[src/rtl/eih_pkg.sv]
// shared types and constants of the exponential interval histogram unit
`default_nettype none
package eih_pkg;
    localparam int FRAC_BITS = 24;
    localparam int SQ_STEPS  = 24;
    localparam int NORM_STEPS = 5;
    localparam logic [31:0] LN2_Q32 = 32'd2977044472;
    localparam logic [31:0] MEAN_RESET = 32'd65536;

    typedef enum logic [2:0] {
        S_IDLE,
        S_NORM,
        S_SQUARE,
        S_LNMUL,
        S_IVMUL,
        S_READ,
        S_UPDATE
    } t_state;

    typedef struct packed {
        logic       load;
        logic       norm;
        logic [2:0] step;
        logic       square;
        logic       ln_mul;
        logic       iv_mul;
        logic       ram_rd;
        logic       update;
    } t_cmd;

    typedef struct packed {
        logic out_free;
    } t_sts;
endpackage
`default_nettype wire

[src/rtl/eih_ctrl.sv]
// sequencing state machine of the exponential interval histogram unit
`default_nettype none
module eih_ctrl
    import eih_pkg::*;
(
    input  wire logic i_clk,
    input  wire logic i_rst_n,
    input  wire logic i_in_valid,
    output logic      o_in_ready,
    input  wire t_sts i_sts,
    output t_cmd      o_cmd
);
    t_state     r_state, n_state;
    logic [4:0] r_cnt, n_cnt;

    always_ff @(posedge i_clk) begin
        if (!i_rst_n) begin
            r_state <= S_IDLE;
            r_cnt   <= '0;
        end else begin
            r_state <= n_state;
            r_cnt   <= n_cnt;
        end
    end

    always_comb begin
        n_state    = r_state;
        n_cnt      = r_cnt;
        o_cmd      = '0;
        o_in_ready = 1'b0;
        unique case (r_state)
            S_IDLE: begin
                o_in_ready = 1'b1;
                if (i_in_valid) begin
                    o_cmd.load = 1'b1;
                    n_cnt      = '0;
                    n_state    = S_NORM;
                end
            end
            S_NORM: begin
                o_cmd.norm = 1'b1;
                o_cmd.step = r_cnt[2:0];
                if (r_cnt == 5'(NORM_STEPS - 1)) begin
                    n_cnt   = '0;
                    n_state = S_SQUARE;
                end else begin
                    n_cnt = r_cnt + 5'd1;
                end
            end
            S_SQUARE: begin
                o_cmd.square = 1'b1;
                if (r_cnt == 5'(SQ_STEPS - 1)) begin
                    n_cnt   = '0;
                    n_state = S_LNMUL;
                end else begin
                    n_cnt = r_cnt + 5'd1;
                end
            end
            S_LNMUL: begin
                o_cmd.ln_mul = 1'b1;
                n_state      = S_IVMUL;
            end
            S_IVMUL: begin
                o_cmd.iv_mul = 1'b1;
                n_state      = S_READ;
            end
            S_READ: begin
                o_cmd.ram_rd = 1'b1;
                n_state      = S_UPDATE;
            end
            S_UPDATE: begin
                if (i_sts.out_free) begin
                    o_cmd.update = 1'b1;
                    n_state      = S_IDLE;
                end
            end
            default: n_state = S_IDLE;
        endcase
    end
endmodule
`default_nettype wire

[config.mk]
export PLATFORM = sky130hd
export DESIGN_NAME = eih_ctrl
export DESIGN_NICKNAME = d
export VERILOG_FILES = /design/src/rtl/eih_pkg.sv /design/src/rtl/eih_ctrl.sv
export SDC_FILE = /design/constraint.sdc
export NUM_CORES = 1
export LEC_CHECK = 0
export ABC_AREA = 1
export BUFFER_PORTS_ARGS = -buffer_cell sky130_fd_sc_hd__buf_2
export CAP_MARGIN = 20
export CORE_AREA = 5 5 42 44
export CTS_BUF_LIST = sky130_fd_sc_hd__clkbuf_8
export DETAILED_ROUTE_END_ITERATION = 8
export DIE_AREA = 0 0 47 49
export PLACE_DENSITY_LB_ADDON = 0.25
export SYNTH_ARGS = -nofsm -noshare
export SYNTH_HDL_FRONTEND = slang
export SYNTH_SLANG_ARGS = --single-unit
[constraint.sdc]
create_clock -name i_clk -period 1.43 [get_ports i_clk]
set_input_delay 0.286 -clock i_clk [delete_from_list [all_inputs] [get_ports i_clk]]
set_output_delay 0.286 -clock i_clk [all_outputs]
set_load 0.05 [all_outputs]
==> qor.yml, run 1 <==
yosysMostFrequentCell: "nand2_1"
maxCapViolCount: 0
rsz0062_at_grt: "yes"
p_int_uw: 944
clock_skew_ns: 0.00373
timing.final.crit_share_pct: 97.9
maxSlewHeadroom_pct: 87.0
power_frac_clock_pct: 13.9
synth.yosys.seq_area_share_pct: 27.1
yosysTopAreaCellShare_pct: 27.1
arrival_ns: 1.11
syn-num-nets: 101
cts_made_buffers: 3
p_seq_share_pct: 21.7
drt-initial-drc-count: 5
critical-path-max-stage-delay_ns: 0.39
maxSlewViolCount: 0
synthCells: 95
cts.htree.levels: 1
grtUsageTotal_pct: 15.7
hold_viol_final: 0
tightestPinTransition_ns: 0.194
portBuffers: 14
die_h_um: 49
grt_pass1_vias: 593
area_growth_pct: 42.7
ios: 15
nets: 121
vdd_ir_drop_max_mv: 1.71
yosysUniqueCellTypes: 19
setup_tns_ns: 0
ant_nets: 0
overflow: 0
cts_max_path_buffers: 2
synth_commonest_cells: "nand2_1, nor2_1, inv_1, dfxtp_1, a21oi_1"
finalCriticalPeriod_ns: 1.40
p_comb_share_pct: 64.3
crit_chain: "inv_6, nor2_4, nand2_2, nor2_2, buf_6"
total_power_uw: 2030
gp_congestion: 0.813
cts_num_sinks: 8
wl_per_cell_um: 11.3
swShare_pct: 53.5
critPathLaunchType: "register"
yosys-top-cells-area: "dfxtp_1, nand2_1, nor2_1"
fmax_mhz: 714
dpl.hpwl_um: 1060
initial_utilization_pct: 42.2
grt_max_degree: 9
finalSetupViolCount: 0
synth_edf_count: 0
syn_area_per_cell_um2: 6.23
grt_pass1_wl_um: 2550
drt-total-wl_um: 1450
antenna_found_initial: 0
die_w_um: 47
cp-end-kind: "output pin"
cts_tree: "built"
core_area_um2: 1400
clk_pin_slew_ns: 0.04
n_antenna_cell: 0
min_path_type: "in2reg"
worstSkewPairLatency_ns: 0.24
layout-drive-gt1-share_pct: 40.7
criticalPathCategory: "reg2out"
yosys_register_bits: 8
p_leak_uw: 0.000399
cp_slowest_cell: "dfxtp_4"
viasPerCell: 4.79
synthesis.area_um2: 592
crit_required_ns: 1.14
async_flop_share_pct: 0
dr.pass1.iters: 4
fillers: 137
status: "complete, no violations"
rows: 14
vias: 618
synth_top_cell_by_area: "dfxtp_1"
path_max_fanout: 5
drc: 0
cts-root-buf: "clkbuf_8"
final_core_utilization_pct: 60.3
ys.flop_type: "dfxtp_1"
die-area_um2: 2300
power_density_nw_per_um2: 2410
p_sw_uw: 1090
ys_warn_count: 0
-- area by class of cell --
cell class	instances	area [µm²]	share of cell area [%]
Tap cell	16	20.0	2.37
Multi-Input combinational cell	70	400	47.4
Sequential cell	8	174	20.6
Clock buffer	3	41.3	4.89
Inverter	16	70.1	8.30
Timing Repair Buffer	16	139	16.4
-- metal layers --
| layer | routed length [µm] | global-route usage [%] |
|---|---|---|
| met4 | 46 | 9.68 |
| met5 | 0 | 0 |
| met3 | 63 | 5.54 |
| met2 | 749 | 24.2 |
| met1 | 593 | 17.4 |
-- critical path, delay by kind of cell (launching register included) --
family,cells,cell delay [ns]
flops,1,0.39
simple gates,3,0.27
buf+inv,2,0.22
-- timing repair --
| item | in CTS | in global routing |
|---|---|---|
| gates resized for setup | 26 | 13 |
| buffers inserted | 0 | 1 |
| pin swaps | 0 | 3 |
| setup endpoints to repair | 11 | 10 |
| hold buffers | 0 | 0 |
-- cell usage in the layout, fill, tap and decap left out, drive strengths merged --
master,synthesis,routed
xor2,2,2
inv,15,14
o21ai,1,1
nor3,1,1
ha,2,2
o21bai,2,2
nand3,6,6
nand2,28,28
buf,1,15
clkinv,1,2
nor2,22,22
dfxtp,8,8
a21oi,6,6
clkbuf,0,4
-- registers in the layout, indices dropped and copies added, names as in the netlist --
register  flops
r_cnt         5
r_state       3
-- worst paths after layout --
path              startpoint         end  slack, ns  cells after the start
setup / recovery  r_state[1]    o_cmd[0]       0.03                      5
hold / removal       i_rst_n  r_state[1]       0.30                      3
setup reg to reg    r_cnt[1]  r_state[0]       0.14                     10
hold reg to reg     r_cnt[4]    r_cnt[4]       0.48                      2
-- metrics by stage --
step	cell area, µm²	cells	hold slack (ns)	setup slack (ns)
2_1_floorplan	602	95	0.406	-0.0974
3_3_place_gp	688	125	0.474	0.0997
3_5_place_dp	688	125	0.470	0.0918
4_1_cts	808	128	0.298	0.00656
5_1_grt	845	129	0.315	-0.0476
6_report	845	129	0.305	0.0297
-- power by group through the flow --
stage	Clock, µW	Combinational (µW)	Sequential, µW
after floorplan	0	968	334
after global placement	0	1120	375
after detailed placement	0	1110	378
after CTS	295	1230	412
after global routing	311	1420	454
final	283	1310	442
-- logic make-up (layout without fill, tap and decap cells) --
logic type / after synthesis / count (layout) / synth area share (%)
fa+ha+maj: 2 / 2 / 4.23
simple gates: 57 / 57 / 45.2
buf+inv: 17 / 35 / 12.0
flops: 8 / 8 / 27.1
xor+xnor: 2 / 2 / 2.96
compound gates: 9 / 9 / 8.46
No activity file was read; power rests on OpenSTA's default activity.
==> run 2: changes to the inputs <==
--- a/config.mk
+++ b/config.mk
@@ -12,7 +12,7 @@
 export CTS_BUF_LIST = sky130_fd_sc_hd__clkbuf_8
 export DETAILED_ROUTE_END_ITERATION = 8
 export DIE_AREA = 0 0 47 49
-export PLACE_DENSITY_LB_ADDON = 0.25
+export PLACE_DENSITY = 0.75
 export SYNTH_ARGS = -nofsm -noshare
 export SYNTH_HDL_FRONTEND = slang
 export SYNTH_SLANG_ARGS = --single-unit
==> run 2 against run 1 <==
  * Setup slack worse by 0.029 ns
  * Final cell count down 0.78%
  * Sequential share of layout area is 0.18 points lower
  * Flip-flop and latch count did not move
  * Global-route usage fell by 2.5 points
  * Register-to-register slack lost 0.02 ns
  * Worst hold slack better by 0.014 ns
  * Utilization is 0.36 points lower
  * Fmax is 2.0% lower
  * Largest cell class unchanged
  * Highest routed layer unchanged
==> qor.yml, run 2 (synthesis gave the netlist of run 1 again) <==
core_area_um2: 1400  # unchanged
grt_max_degree: 9  # unchanged
grt_pass1_wl_um: 2240  # -12%
die_h_um: 49  # unchanged
ios: 15  # unchanged
ant_nets: 0  # unchanged
antenna_found_initial: 0  # unchanged
rsz0062_at_grt: "yes"
r2r_cells: 11  # +1
arrival_ns: 1.14  # +0.03 ns
holdBufCountCts: 0  # unchanged
crit_required_ns: 1.14  # about the same
clk_pin_slew_ns: 0.04  # about the same
grt_pass1_vias: 535  # -9.8%
critical-path-max-stage-delay_ns: 0.38  # about the same
critPathLaunchType: "register"
p_seq_share_pct: 21.6  # about the same
drt-total-wl_um: 1450  # -0.41%
path_max_fanout: 8  # +3
final_cell_mix: "nand2_1, inv_1, nor2_1"
die_w_um: 47  # unchanged
rows: 14  # unchanged
total_power_uw: 2030  # -0.25%
dr.pass1.iters: 5  # +1
worstSkewPairLatency_ns: 0.23  # about the same
finalSetupViolCount: 0  # unchanged
cts_max_path_buffers: 2  # unchanged
timing.final.crit_share_pct: 100  # +2.0 points
maxSlewViolCount: 0  # unchanged
cts.htree.levels: 1  # unchanged
maxCapViolCount: 0  # unchanged
viasPerCell: 4.82  # +0.62%
portBuffers: 14  # unchanged
die-area_um2: 2300  # unchanged
timing.rr.start: "r_cnt[0]"
power_density_nw_per_um2: 2410  # +0.34%
wl_per_cell_um: 11.3  # +0.36%
criticalPathCategory: "reg2out"
initial_utilization_pct: 42.2  # unchanged
placed_cell_area_um2: 681  # -1.1%
grtUsageTotal_pct: 13.1  # -2.5 points
swShare_pct: 54.2  # +0.70 points
drt-initial-drc-count: 8  # +3
n_antenna_cell: 0  # unchanged
min_path_type: "in2reg"
maxSlewHeadroom_pct: 87.0  # about the same
cp-end-kind: "output pin"
final_common_cell: "nand2_1"
cts_num_sinks: 8  # unchanged
nets: 120  # -0.83%
clock_skew_ns: 0.00368  # -0.0000546 ns
critPathBufInv: 1  # -1
status: "complete, no violations"
drc: 0  # unchanged
vdd_ir_drop_max_mv: 1.85  # +8.2%
p_comb_share_pct: 64.8  # +0.5 points
p_int_uw: 928  # -1.7%
p_leak_uw: 0.000392  # -1.7%
path_depth: 4  # -1
cts_tree: "built"
rrSetupSlack_ns: 0.12  # -0.02 ns
area_growth_pct: 41.9
cp_slowest_cell: "dfxtp_4"
p_sw_uw: 1100  # +1.0%
fillers: 120  # -12%
setup_tns_ns: 0  # unchanged
crit_top_cell: "nor2_4"
dpl.hpwl_um: 1000  # -5.5%
regToRegEndpoint: "r_state[0]"
holdWs_ns: 0.319  # +0.0141 ns
reg.largest.list: "r_cnt: 5 flops, r_state: 3 flops"
vias: 617  # -0.16%
cts_made_buffers: 3  # unchanged
cts-root-buf: "clkbuf_8"
crit_end: "o_cmd[9]"
final_core_utilization_pct: 59.9  # -0.36 points
tightestPinTransition_ns: 0.193  # -0.00118 ns
cpLargestDelayFamily: "flip-flops"
regMostFlops: "r_cnt"
crit_chain: "nor2_4, nand2_2, nor2_4, buf_6"
fmax_mhz: 700  # -2.0%
startpoint: "r_state[0]"
finalCriticalPeriod_ns: 1.43  # +0.0290 ns
largest_reg_flops: 5  # unchanged
hold_viol_final: 0  # unchanged
power_frac_clock_pct: 13.6  # -0.3 points
layout-drive-gt1-share_pct: 42.9  # +2.1 points
gp_congestion: 0.825  # +1.5%
overflow: 0  # unchanged
final_area_um2: 840  # -0.59%
## run 2: worst min path at each step
stage,from,end,cells after the start
after CTS,i_rst_n,r_state[0],3
final,i_rst_n,r_state[1],3
after detailed placement,r_cnt[4],r_cnt[4],2
after global routing,i_rst_n,r_state[1],3
after global placement,r_cnt[4],r_cnt[4],2
after floorplan,i_rst_n,r_state[1],2
## run 2: final cells by class
type	instances	area, µm²	area share, %
Multi-Input combinational cell	70	408	48.6
Tap cell	16	20.0	2.38
Timing Repair Buffer	15	131	15.6
Sequential cell	8	171	20.4
Clock buffer	3	41.3	4.92
Inverter	16	67.6	8.05
## run 2: layer usage
metal / up-vias / track usage, % / routed length [µm]
li1: 324 / - / -
met1: 269 / 15.0 / 586
met2: 20 / 21.7 / 755
met3: 4 / 2.58 / 72
met4: 0 / 6.91 / 31
met5: - / 0 / 0
## run 2: what timing repair did
action | 4_1_cts | 5_1_grt
setup endpoints to repair | 11 | 11
setup buffers | 0 | 1
pin swaps | 0 | 3
resized for setup | 21 | 19
## run 2: per-stage QoR
step | std cells | setup WS (ns)
floorplan | 95 | -0.0974
global placement | 124 | 0.0889
detailed placement | 124 | 0.0702
CTS | 127 | -0.0299
global route | 128 | -0.0474
finish | 128 | 0.000671
## run 2: worst min-delay path, delay by kind of cell
family                 cells  cell delay, ns
buffers and inverters      1            0.13
and+or+nand+nor            2            0.09
## run 2: power groups by stage
stage | Clock [µW] | Sequential (µW) | Combinational [µW]
after floorplan | 0 | 334 | 968
after global placement | 0 | 373 | 1080
after detailed placement | 0 | 376 | 1100
after CTS | 285 | 391 | 1200
after global routing | 300 | 454 | 1410
final | 276 | 437 | 1310
